==> config.mk <==
export PLATFORM = sky130hd
export DESIGN_NAME = gregorian_date_advance_flat
export DESIGN_NICKNAME = d
export VERILOG_FILES = /design/src/sv/gda_pkg.sv /design/src/sv/gda_if.sv /design/src/sv/gregorian_date_advance.sv /design/src/flat_wrapper.sv
export SDC_FILE = /design/constraint.sdc
export NUM_CORES = 1
export LEC_CHECK = 0
export BUFFER_PORTS_ARGS = -buffer_cell sky130_fd_sc_hd__buf_2
export CORE_MARGIN = 5
export CORE_UTILIZATION = 45
export CTS_BUF_LIST = sky130_fd_sc_hd__clkbuf_4 sky130_fd_sc_hd__clkbuf_8
export DETAILED_ROUTE_END_ITERATION = 8
export PLACE_DENSITY = 0.6
export SLEW_MARGIN = 10
export SYNTH_ARGS = -nofsm -noshare
export SYNTH_HDL_FRONTEND = slang
export SYNTH_SLANG_ARGS = --single-unit
==> constraint.sdc <==
create_clock -name i_clk -period 18.18 [get_ports i_clk]
set_input_delay 3.636 -clock i_clk [delete_from_list [all_inputs] [get_ports i_clk]]
set_output_delay 3.636 -clock i_clk [all_outputs]
set_load 0.01 [all_outputs]
==> src/sv/gda_pkg.sv <==
package gda_pkg;

    // Year limits of the stored date
    localparam logic [13:0] YEAR_MIN   = 14'd1;
    localparam logic [13:0] YEAR_MAX   = 14'd9999;
    localparam logic [3:0]  MONTH_DEC  = 4'd12;
    localparam logic [8:0]  YEAR_DAYS  = 9'd365;

    // Exact divisibility by 25: y * inv(25) mod 2^14 lands in 0..655 only for multiples
    localparam logic [12:0] INV25      = 13'd7209;
    localparam logic [13:0] DIV25_MAX  = 14'd655;

    // Sequencer step addresses
    localparam logic [3:0] STEP_FETCH  = 4'd0;
    localparam logic [3:0] STEP_DISP   = 4'd1;
    localparam logic [3:0] STEP_SET    = 4'd2;
    localparam logic [3:0] STEP_DOY    = 4'd3;
    localparam logic [3:0] STEP_BDEC   = 4'd4;
    localparam logic [3:0] STEP_BADD   = 4'd5;
    localparam logic [3:0] STEP_FWD    = 4'd6;
    localparam logic [3:0] STEP_MON    = 4'd7;
    localparam logic [3:0] STEP_COMMIT = 4'd8;
    localparam logic [3:0] STEP_EMIT   = 4'd9;

    // Datapath operations
    localparam logic [3:0] OP_NOP      = 4'd0;
    localparam logic [3:0] OP_FETCH    = 4'd1;
    localparam logic [3:0] OP_SET      = 4'd2;
    localparam logic [3:0] OP_DOY      = 4'd3;
    localparam logic [3:0] OP_BDEC     = 4'd4;
    localparam logic [3:0] OP_BADD     = 4'd5;
    localparam logic [3:0] OP_FWD      = 4'd6;
    localparam logic [3:0] OP_MON      = 4'd7;
    localparam logic [3:0] OP_COMMIT   = 4'd8;
    localparam logic [3:0] OP_EMIT     = 4'd9;

    // Jump conditions
    localparam logic [2:0] C_ALWAYS    = 3'd0;
    localparam logic [2:0] C_IN        = 3'd1;
    localparam logic [2:0] C_REQ       = 3'd2;
    localparam logic [2:0] C_DNEG      = 3'd3;
    localparam logic [2:0] C_BLOOP     = 3'd4;
    localparam logic [2:0] C_FGT       = 3'd5;
    localparam logic [2:0] C_MGT       = 3'd6;
    localparam logic [2:0] C_OUTFREE   = 3'd7;

    typedef struct packed {
        logic [3:0] op;
        logic [2:0] cond;
        logic [3:0] jt;
        logic [3:0] jf;
    } t_uword;

    // 4/100/400 rule without a divider
    function automatic logic f_is_leap(input logic [13:0] y);
        logic [26:0] prod;
        logic [13:0] p;
        logic        div25;
        prod  = 27'(y) * 27'(INV25);
        p     = prod[13:0];
        div25 = (p <= DIV25_MAX);
        // for a multiple of 25, p is y/25; y%400==0 iff that quotient is a multiple of 16
        return (y[1:0] == 2'b00) && (!div25 || (p[3:0] == 4'd0));
    endfunction

    // Month length, zero for a month code outside 1..12
    function automatic logic [4:0] f_mlen(input logic [3:0] m, input logic leap);
        logic [4:0] len;
        case (m)
            4'd1, 4'd3, 4'd5, 4'd7, 4'd8, 4'd10, 4'd12: len = 5'd31;
            4'd4, 4'd6, 4'd9, 4'd11:                    len = 5'd30;
            4'd2:                                       len = leap ? 5'd29 : 5'd28;
            default:                                    len = 5'd0;
        endcase
        return len;
    endfunction

    // Days before the first of month m in a common year
    function automatic logic [8:0] f_cum(input logic [3:0] m);
        logic [8:0] c;
        case (m)
            4'd2:    c = 9'd31;
            4'd3:    c = 9'd59;
            4'd4:    c = 9'd90;
            4'd5:    c = 9'd120;
            4'd6:    c = 9'd151;
            4'd7:    c = 9'd181;
            4'd8:    c = 9'd212;
            4'd9:    c = 9'd243;
            4'd10:   c = 9'd273;
            4'd11:   c = 9'd304;
            4'd12:   c = 9'd334;
            default: c = 9'd0;
        endcase
        return c;
    endfunction

    // Control store
    function automatic t_uword f_ucode(input logic [3:0] pc);
        t_uword w;
        case (pc)
            STEP_FETCH:  w = '{OP_FETCH,  C_IN,      STEP_DISP,  STEP_FETCH};
            STEP_DISP:   w = '{OP_NOP,    C_REQ,     STEP_DOY,   STEP_SET};
            STEP_SET:    w = '{OP_SET,    C_ALWAYS,  STEP_EMIT,  STEP_EMIT};
            STEP_DOY:    w = '{OP_DOY,    C_ALWAYS,  STEP_BDEC,  STEP_BDEC};
            STEP_BDEC:   w = '{OP_BDEC,   C_DNEG,    STEP_BADD,  STEP_FWD};
            STEP_BADD:   w = '{OP_BADD,   C_BLOOP,   STEP_BADD,  STEP_FWD};
            STEP_FWD:    w = '{OP_FWD,    C_FGT,     STEP_FWD,   STEP_MON};
            STEP_MON:    w = '{OP_MON,    C_MGT,     STEP_MON,   STEP_COMMIT};
            STEP_COMMIT: w = '{OP_COMMIT, C_ALWAYS,  STEP_EMIT,  STEP_EMIT};
            STEP_EMIT:   w = '{OP_EMIT,   C_OUTFREE, STEP_FETCH, STEP_EMIT};
            default:     w = '{OP_NOP,    C_ALWAYS,  STEP_FETCH, STEP_FETCH};
        endcase
        return w;
    endfunction

endpackage

==> src/sv/gda_if.sv <==
// Request channel
interface gda_in_if;
    logic               valid;
    logic               ready;
    logic               req_type;
    logic [13:0]        set_year;
    logic [3:0]         set_month;
    logic [4:0]         set_day;
    logic signed [16:0] day_offset;

    modport source (output valid, req_type, set_year, set_month, set_day, day_offset,
                    input ready);
    modport sink   (input valid, req_type, set_year, set_month, set_day, day_offset,
                    output ready);
endinterface

// Result channel
interface gda_out_if;
    logic        valid;
    logic        ready;
    logic [13:0] cur_year;
    logic [3:0]  cur_month;
    logic [4:0]  cur_day;
    logic        accepted;

    modport source (output valid, cur_year, cur_month, cur_day, accepted, input ready);
    modport sink   (input valid, cur_year, cur_month, cur_day, accepted, output ready);
endinterface

==> src/sv/gregorian_date_advance.sv <==
// Channel  Dir  Payload                                         Handshake
// i_req    in   req_type, set_year, set_month, set_day,         valid/ready
//               day_offset
// o_rsp    out  cur_year, cur_month, cur_day, accepted          valid/ready
//
// One item at a time, run by a ten-step microcode sequencer.
// FETCH, DISP, then set: SET, EMIT; advance: DOY, BDEC, BADD/FWD, MON, COMMIT, EMIT.
// The year loop takes one cycle per year, paced by the leap-bit register behind it.
// Reset loads 0001-01-01; a result waiting on o_rsp does not block the next input item.
module gregorian_date_advance (
    input  logic      i_clk,
    input  logic      i_rst_n,
    gda_in_if.sink    i_req,
    gda_out_if.source o_rsp
);

    // Sequencer and stored date
    logic [3:0]         r_pc,    n_pc;
    logic               r_ok,    n_ok;
    logic               r_ov,    n_ov;
    logic [13:0]        r_year,  n_year;
    logic [3:0]         r_month, n_month;
    logic [4:0]         r_day,   n_day;

    // Working registers
    logic               r_req,   n_req;
    logic [3:0]         r_sm,    n_sm;
    logic [4:0]         r_sd,    n_sd;
    logic signed [16:0] r_off,   n_off;
    logic [13:0]        r_wy,    n_wy;
    logic [3:0]         r_wm,    n_wm;
    logic signed [17:0] r_days,  n_days;
    logic               r_leap;

    // Output register
    logic [13:0]        r_oyear, n_oyear;
    logic [3:0]         r_omon,  n_omon;
    logic [4:0]         r_oday,  n_oday;
    logic               r_oacc,  n_oacc;

    gda_pkg::t_uword    w_uw;
    logic [8:0]         w_ylen;
    logic [4:0]         w_mlen;
    logic [4:0]         w_set_mlen;
    logic               w_set_ok;
    logic [9:0]         w_doy;
    logic signed [17:0] w_ylen_s;
    logic signed [17:0] w_mlen_s;
    logic signed [17:0] w_days_n;
    logic               w_in_acc;
    logic               w_cond;
    logic               w_fail;

    assign w_uw       = gda_pkg::f_ucode(r_pc);
    assign w_in_acc   = i_req.valid && i_req.ready;
    assign w_ylen     = gda_pkg::YEAR_DAYS + 9'(r_leap);
    assign w_mlen     = gda_pkg::f_mlen(r_wm, r_leap);
    assign w_ylen_s   = $signed({9'd0, w_ylen});
    assign w_mlen_s   = $signed({13'd0, w_mlen});
    assign w_days_n   = r_days + w_ylen_s;
    assign w_set_mlen = gda_pkg::f_mlen(r_sm, r_leap);
    assign w_set_ok   = (r_wy >= gda_pkg::YEAR_MIN) && (r_wy <= gda_pkg::YEAR_MAX)
                        && (r_sd != 5'd0) && (r_sd <= w_set_mlen);
    assign w_doy      = 10'(gda_pkg::f_cum(r_month)) + 10'(r_day)
                        + 10'(r_leap && (r_month > 4'd2));

    // Jump condition select
    always_comb begin
        case (w_uw.cond)
            gda_pkg::C_ALWAYS:  w_cond = 1'b1;
            gda_pkg::C_IN:      w_cond = w_in_acc;
            gda_pkg::C_REQ:     w_cond = r_req;
            gda_pkg::C_DNEG:    w_cond = (r_days < 18'sd1);
            gda_pkg::C_BLOOP:   w_cond = (w_days_n < 18'sd1);
            gda_pkg::C_FGT:     w_cond = (r_days > w_ylen_s);
            gda_pkg::C_MGT:     w_cond = (r_wm < gda_pkg::MONTH_DEC) && (r_days > w_mlen_s);
            gda_pkg::C_OUTFREE: w_cond = !r_ov || o_rsp.ready;
            default:            w_cond = 1'b0;
        endcase
    end

    // Range check of the year walk: leaving 1..9999 aborts the item
    always_comb begin
        case (w_uw.op)
            gda_pkg::OP_BDEC: w_fail = w_cond && (r_wy <= gda_pkg::YEAR_MIN);
            gda_pkg::OP_BADD: w_fail = w_cond && (r_wy <= gda_pkg::YEAR_MIN);
            gda_pkg::OP_FWD:  w_fail = w_cond && (r_wy >= gda_pkg::YEAR_MAX);
            default:          w_fail = 1'b0;
        endcase
    end

    // Datapath driven by the control word
    always_comb begin
        n_pc    = w_fail ? gda_pkg::STEP_EMIT : (w_cond ? w_uw.jt : w_uw.jf);
        n_ok    = w_fail ? 1'b0 : r_ok;
        n_ov    = (r_ov && o_rsp.ready) ? 1'b0 : r_ov;
        n_year  = r_year;
        n_month = r_month;
        n_day   = r_day;
        n_req   = r_req;
        n_sm    = r_sm;
        n_sd    = r_sd;
        n_off   = r_off;
        n_wy    = r_wy;
        n_wm    = r_wm;
        n_days  = r_days;
        n_oyear = r_oyear;
        n_omon  = r_omon;
        n_oday  = r_oday;
        n_oacc  = r_oacc;
        case (w_uw.op)
            gda_pkg::OP_FETCH: begin
                if (w_in_acc) begin
                    n_req = i_req.req_type;
                    n_sm  = i_req.set_month;
                    n_sd  = i_req.set_day;
                    n_off = i_req.day_offset;
                    n_wy  = i_req.req_type ? r_year : i_req.set_year;
                end
            end
            gda_pkg::OP_SET: begin
                n_ok = w_set_ok;
                if (w_set_ok) begin
                    n_year  = r_wy;
                    n_month = r_sm;
                    n_day   = r_sd;
                end
            end
            gda_pkg::OP_DOY: begin
                n_days = $signed({8'd0, w_doy}) + $signed({r_off[16], r_off});
                n_wm   = 4'd1;
            end
            gda_pkg::OP_BDEC: begin
                if (w_cond && !w_fail) begin
                    n_wy = r_wy - 14'd1;
                end
            end
            gda_pkg::OP_BADD: begin
                n_days = w_days_n;
                if (w_cond && !w_fail) begin
                    n_wy = r_wy - 14'd1;
                end
            end
            gda_pkg::OP_FWD: begin
                if (w_cond && !w_fail) begin
                    n_days = r_days - w_ylen_s;
                    n_wy   = r_wy + 14'd1;
                end
            end
            gda_pkg::OP_MON: begin
                if (w_cond) begin
                    n_days = r_days - w_mlen_s;
                    n_wm   = r_wm + 4'd1;
                end
            end
            gda_pkg::OP_COMMIT: begin
                n_year  = r_wy;
                n_month = r_wm;
                n_day   = r_days[4:0];
                n_ok    = 1'b1;
            end
            gda_pkg::OP_EMIT: begin
                if (w_cond) begin
                    n_ov    = 1'b1;
                    n_oyear = r_year;
                    n_omon  = r_month;
                    n_oday  = r_day;
                    n_oacc  = r_ok;
                end
            end
            default: begin
            end
        endcase
    end

    // Control state and stored date
    always_ff @(posedge i_clk) begin
        if (!i_rst_n) begin
            r_pc    <= gda_pkg::STEP_FETCH;
            r_ok    <= 1'b0;
            r_ov    <= 1'b0;
            r_year  <= gda_pkg::YEAR_MIN;
            r_month <= 4'd1;
            r_day   <= 5'd1;
        end else begin
            r_pc    <= n_pc;
            r_ok    <= n_ok;
            r_ov    <= n_ov;
            r_year  <= n_year;
            r_month <= n_month;
            r_day   <= n_day;
        end
    end

    // Working and output payload; leap bit follows the working year
    always_ff @(posedge i_clk) begin
        r_req   <= n_req;
        r_sm    <= n_sm;
        r_sd    <= n_sd;
        r_off   <= n_off;
        r_wy    <= n_wy;
        r_wm    <= n_wm;
        r_days  <= n_days;
        r_leap  <= gda_pkg::f_is_leap(n_wy);
        r_oyear <= n_oyear;
        r_omon  <= n_omon;
        r_oday  <= n_oday;
        r_oacc  <= n_oacc;
    end

    assign i_req.ready     = (r_pc == gda_pkg::STEP_FETCH);
    assign o_rsp.valid     = r_ov;
    assign o_rsp.cur_year  = r_oyear;
    assign o_rsp.cur_month = r_omon;
    assign o_rsp.cur_day   = r_oday;
    assign o_rsp.accepted  = r_oacc;

`ifndef SYNTHESIS
    // Stored date is always a real calendar date
    a_date_valid: assert property (@(posedge i_clk) disable iff (!i_rst_n)
        (r_year >= gda_pkg::YEAR_MIN) && (r_year <= gda_pkg::YEAR_MAX)
        && (r_day != 5'd0) && (r_day <= gda_pkg::f_mlen(r_month, gda_pkg::f_is_leap(r_year))))
        else $error("stored date out of range");

    // Year walk never leaves the supported range
    a_year_walk: assert property (@(posedge i_clk) disable iff (!i_rst_n)
        (r_pc == gda_pkg::STEP_BADD || r_pc == gda_pkg::STEP_FWD || r_pc == gda_pkg::STEP_MON)
        |-> (r_wy >= gda_pkg::YEAR_MIN) && (r_wy <= gda_pkg::YEAR_MAX))
        else $error("working year out of range");

    // Month walk starts from a day of the year
    a_month_days: assert property (@(posedge i_clk) disable iff (!i_rst_n)
        (r_pc == gda_pkg::STEP_MON) |-> (r_days >= 18'sd1) && (r_days <= 18'sd366))
        else $error("day count outside one year in month walk");

    // A committed advance is reported as accepted
    a_commit_ok: assert property (@(posedge i_clk) disable iff (!i_rst_n)
        (r_pc == gda_pkg::STEP_COMMIT) |=> (r_pc == gda_pkg::STEP_EMIT) && r_ok)
        else $error("commit not flagged as accepted");
`endif

endmodule
==> src/flat_wrapper.sv <==
// flat-port wrapper written by rule: the top's interface ports become plain ports
module gregorian_date_advance_flat 
  (i_clk, i_rst_n, i_req_valid, i_req_req_type, i_req_set_year, i_req_set_month, i_req_set_day, i_req_day_offset, i_req_ready, o_rsp_valid, o_rsp_cur_year, o_rsp_cur_month, o_rsp_cur_day, o_rsp_accepted, o_rsp_ready);
  gda_in_if i_req_i ();
  gda_out_if o_rsp_i ();
  input  logic i_clk;
  input  logic i_rst_n;
  input wire logic [$bits(i_req_i.valid)-1:0] i_req_valid;
  input wire logic [$bits(i_req_i.req_type)-1:0] i_req_req_type;
  input wire logic [$bits(i_req_i.set_year)-1:0] i_req_set_year;
  input wire logic [$bits(i_req_i.set_month)-1:0] i_req_set_month;
  input wire logic [$bits(i_req_i.set_day)-1:0] i_req_set_day;
  input wire logic [$bits(i_req_i.day_offset)-1:0] i_req_day_offset;
  output wire logic [$bits(i_req_i.ready)-1:0] i_req_ready;
  output wire logic [$bits(o_rsp_i.valid)-1:0] o_rsp_valid;
  output wire logic [$bits(o_rsp_i.cur_year)-1:0] o_rsp_cur_year;
  output wire logic [$bits(o_rsp_i.cur_month)-1:0] o_rsp_cur_month;
  output wire logic [$bits(o_rsp_i.cur_day)-1:0] o_rsp_cur_day;
  output wire logic [$bits(o_rsp_i.accepted)-1:0] o_rsp_accepted;
  input wire logic [$bits(o_rsp_i.ready)-1:0] o_rsp_ready;
  assign i_req_i.valid = i_req_valid;
  assign i_req_i.req_type = i_req_req_type;
  assign i_req_i.set_year = i_req_set_year;
  assign i_req_i.set_month = i_req_set_month;
  assign i_req_i.set_day = i_req_set_day;
  assign i_req_i.day_offset = i_req_day_offset;
  assign i_req_ready = i_req_i.ready;
  assign o_rsp_valid = o_rsp_i.valid;
  assign o_rsp_cur_year = o_rsp_i.cur_year;
  assign o_rsp_cur_month = o_rsp_i.cur_month;
  assign o_rsp_cur_day = o_rsp_i.cur_day;
  assign o_rsp_accepted = o_rsp_i.accepted;
  assign o_rsp_i.ready = o_rsp_ready;
  gregorian_date_advance u_core (.i_clk(i_clk), .i_rst_n(i_rst_n), .i_req(i_req_i), .o_rsp(o_rsp_i));
endmodule
==> metrics.md <==
| Metric | Value |
|---|---|
| Die height | 157 um |
| Status | finished, final reports clean |
| Cells after DPL | 1358 |
| Setup Skew | 19.6 ps |
| Post-layout min period | 9500 ps |
| Post-Layout Cell Count | 1390 |
| Detail Placement HPWL | 19.1 mm |
| Hold WC Path Type | reg2reg |
| Slew headroom | 0.250 |
| Final Net Count | 1250 |
| Final Max Slew Viols | 0 |
| Main synth FF type | edfxtp_1 |
| Initial DRC Count | 850 |
| Final worst path period share | 0.522 |
| Startpoint Class | input port |
| R2r endpoint | u_core.r_leap |
| Synth warn | 0 |
| Clock sink total | 126 |
| Initial Utilization | 0.459 |
| Fmax | 105 MHz |
| CP Capture Type | flip-flop |
| Vias per cell | 5.88 |
| Clock latency on the worst-skew pair | 460 ps |
| Total grt overflow | 0 |
| CP required | 18520 ps |
| Clock tree buffer depth | 2 |
| Antenna cell count | 0 |
| Fraction of layout cells with a size suffix above 1 | 0.123 |
| Synth Register Bits | 126 |
| Core Region | 21200 um^2 |
| Mapped cell area | 9700 um^2 |
| GP Congestion | 0.906 |
| DR pass1 iterations | 6 |
| CTS Root Cell | clkbuf_8 |
| Number of max-cap violations | 0 |
| WHS Path Cells | 0 |
| Routed via count | 8179 |
| Hold Path Origin | u_core.r_ok |
| Reg2reg setup slack | 9160 ps |
| Die Wd | 157 um |
| Critical path fanouts, max | 8 |
| Antenna Nets Post-Route | 0 |
| Worst setup path category | in2reg |
| Worst reg2reg path depth | 37 |
| Die area | 24600 um^2 |
| Post-synth EDFFs | 73 |
| Final Hold Fails | 0 |
| Yosys top cell by area | edfxtp_1 |
| Hold buffers post-CTS | 0 |
| # setup viols final | 0 |
| Initial antenna violation count | 0 |
| Area share of the largest cell type after synthesis | 0.226 |
| Post-synth cell types | 83 |
| Top-Level Pins | 71 |
| Fill count | 2028 |
| CP max stage delay | 530 ps |
| Port Buf Inserts | 70 |
| RSZ-0062 raised after global routing | no |
| Endpoint, Worst Hold | u_core.o_rsp.accepted |
| Total CTS buffers | 17 |
| Post-cts sizing count | 0 |
| Vias in the first global route | 7589 |
| Cell Rows | 53 |
| WL per Instance | 18.7 um |
| Global-route wire length before repair | 41.7 mm |
| Sequential share of the synthesized area | 0.335 |
| CP arrival | 9840 ps |
| Share of async-settable or async-resettable flops after synthesis | 0 |
| CTS tree | done |
| DRC | 0 |
| Mapped Avg Cell Area | 9.07 um^2 |
| Slew @ Worst Pin | 1120 ps |
| Total length of routed wires | 26.0 mm |
| Area Growth Syn to Fin | 9.79% |
| Slowest cell on crit path | fa_1 |
| Maximum level of the CTS H-tree | 4 |
| Post-Synthesis Cells | 1070 |
| Top cells by area, synth | edfxtp_1 (23%), ha_1 (11%), dfxtp_1 (11%) |
| Setup Fix Bufs, Post-CTS | 0 |
| Worst-path clk slew | 80 ps |
| Largest net degree at the start of global routing | 32 |
| CP dominant cell by count | ha_1 |
| GRT Total Usage | 0.213 |
| Setup tns final | 0 ps |
| Syn Nets | 1218 |
| Reg-to-reg startpoint | u_core.r_wm[1] |
-- cell type report --
class	count	area, um^2	area share
Inverter	67	251	0.0236
Clock buffer	17	234	0.0220
Timing Repair Buffer	77	403	0.0378
Sequential cell	126	3250	0.305
Tap cell	275	344	0.0323
Clock inverter	15	208	0.0195
Multi-Input combinational cell	813	5960	0.559
-- cells in the final DEF, fill, tap and decap left out, drive strengths merged, types with 26 or more instances in the layout --
cell type | synthesis | routed
ha | 86 | 86
nand3 | 31 | 31
xor2 | 26 | 26
buf | 4 | 77
nand2 | 100 | 100
dfxtp | 53 | 53
inv | 66 | 71
o21ai | 55 | 55
mux2i | 28 | 28
a21oi | 63 | 63
xnor2 | 32 | 32
edfxtp | 73 | 73
nor2 | 73 | 73
-- Yosys cell counts (all sizes together) (9+ instances only) --
cell and instances:
a21oi 63, fa 17, o211ai 13, xor2 26
a211oi 11, dfxtp 53, o211a 10, nor2b 13
nand2b 16, o21ai 55, and3 13, edfxtp 73
xnor2 32, nor3 22, inv 66, nor4 10
clkbuf 60, ha 86, nor2 73, nand3 31
a21boi 17, or3 9, a31oi 14, o21a 13
o221ai 10, nand2 100, a21o 18, mux2i 28
-- per-stage QoR --
stage	setup WS [ps]	hold slack, ps	instance area [um^2]	util
3_3_place_gp	8400	419	10200	0.483
2_1_floorplan	8990	409	9700	-
5_1_grt	8230	452	10700	0.504
3_5_place_dp	8260	428	10200	0.483
4_1_cts	8750	446	10700	0.504
6_report	8680	450	10700	0.504
-- how the worst max path moves through the flow --
stage                startpoint  depth (start not counted)             to  slack (ps)
finish              i_req_valid                         31  u_core.r_leap        8680
global route        i_req_valid                         31  u_core.r_leap        8230
CTS                 i_req_valid                         31  u_core.r_leap        8750
detailed placement  i_req_valid                         31  u_core.r_leap        8260
global placement    o_rsp_ready                         29  u_core.r_leap        8400
floorplan           i_req_valid                         28  u_core.r_leap        8990
-- metal layers --
| layer | track usage | vias to the layer above | part of all wire |
|---|---|---|---|
| met5 | 0 | - | 0 |
| met4 | 0.0450 | 0 | 0.011 |
| met3 | 0.0401 | 37 | 0.071 |
| met2 | 0.315 | 305 | 0.43 |
| met1 | 0.324 | 3857 | 0.49 |
| li1 | - | 3980 | - |
-- registers in the layout (all words and copies together), names as in the netlist, 5 cells and up, named ones only --
name                   count
u_core.o_rsp.cur_year     14
u_core.r_off              17
u_core.r_day               5
u_core.r_sd                5
u_core.r_wy               14
u_core.r_year             14
u_core.o_rsp.cur_day       5
u_core.r_days             18
-- critical path, delay by kind of cell --
family                     cells  cell delay (ps)
buffers and inverters          3              220
and+or+nand+nor                6              890
AOI/OAI and AO/OA             13             2650
adders and majority gates      5             1670
xor gates and xnor gates       4              750
-- logic make-up after synthesis --
logic type,share of synthesized area
mux,0.0335
xor+xnor,0.0570
compound gates,0.215
simple gates,0.162
flops,0.335
buf+inv,0.0518
fa+ha+maj,0.146
Power is not shown: default switching activity piles up to over one toggle a cycle in this logic, so the estimate is an artifact.
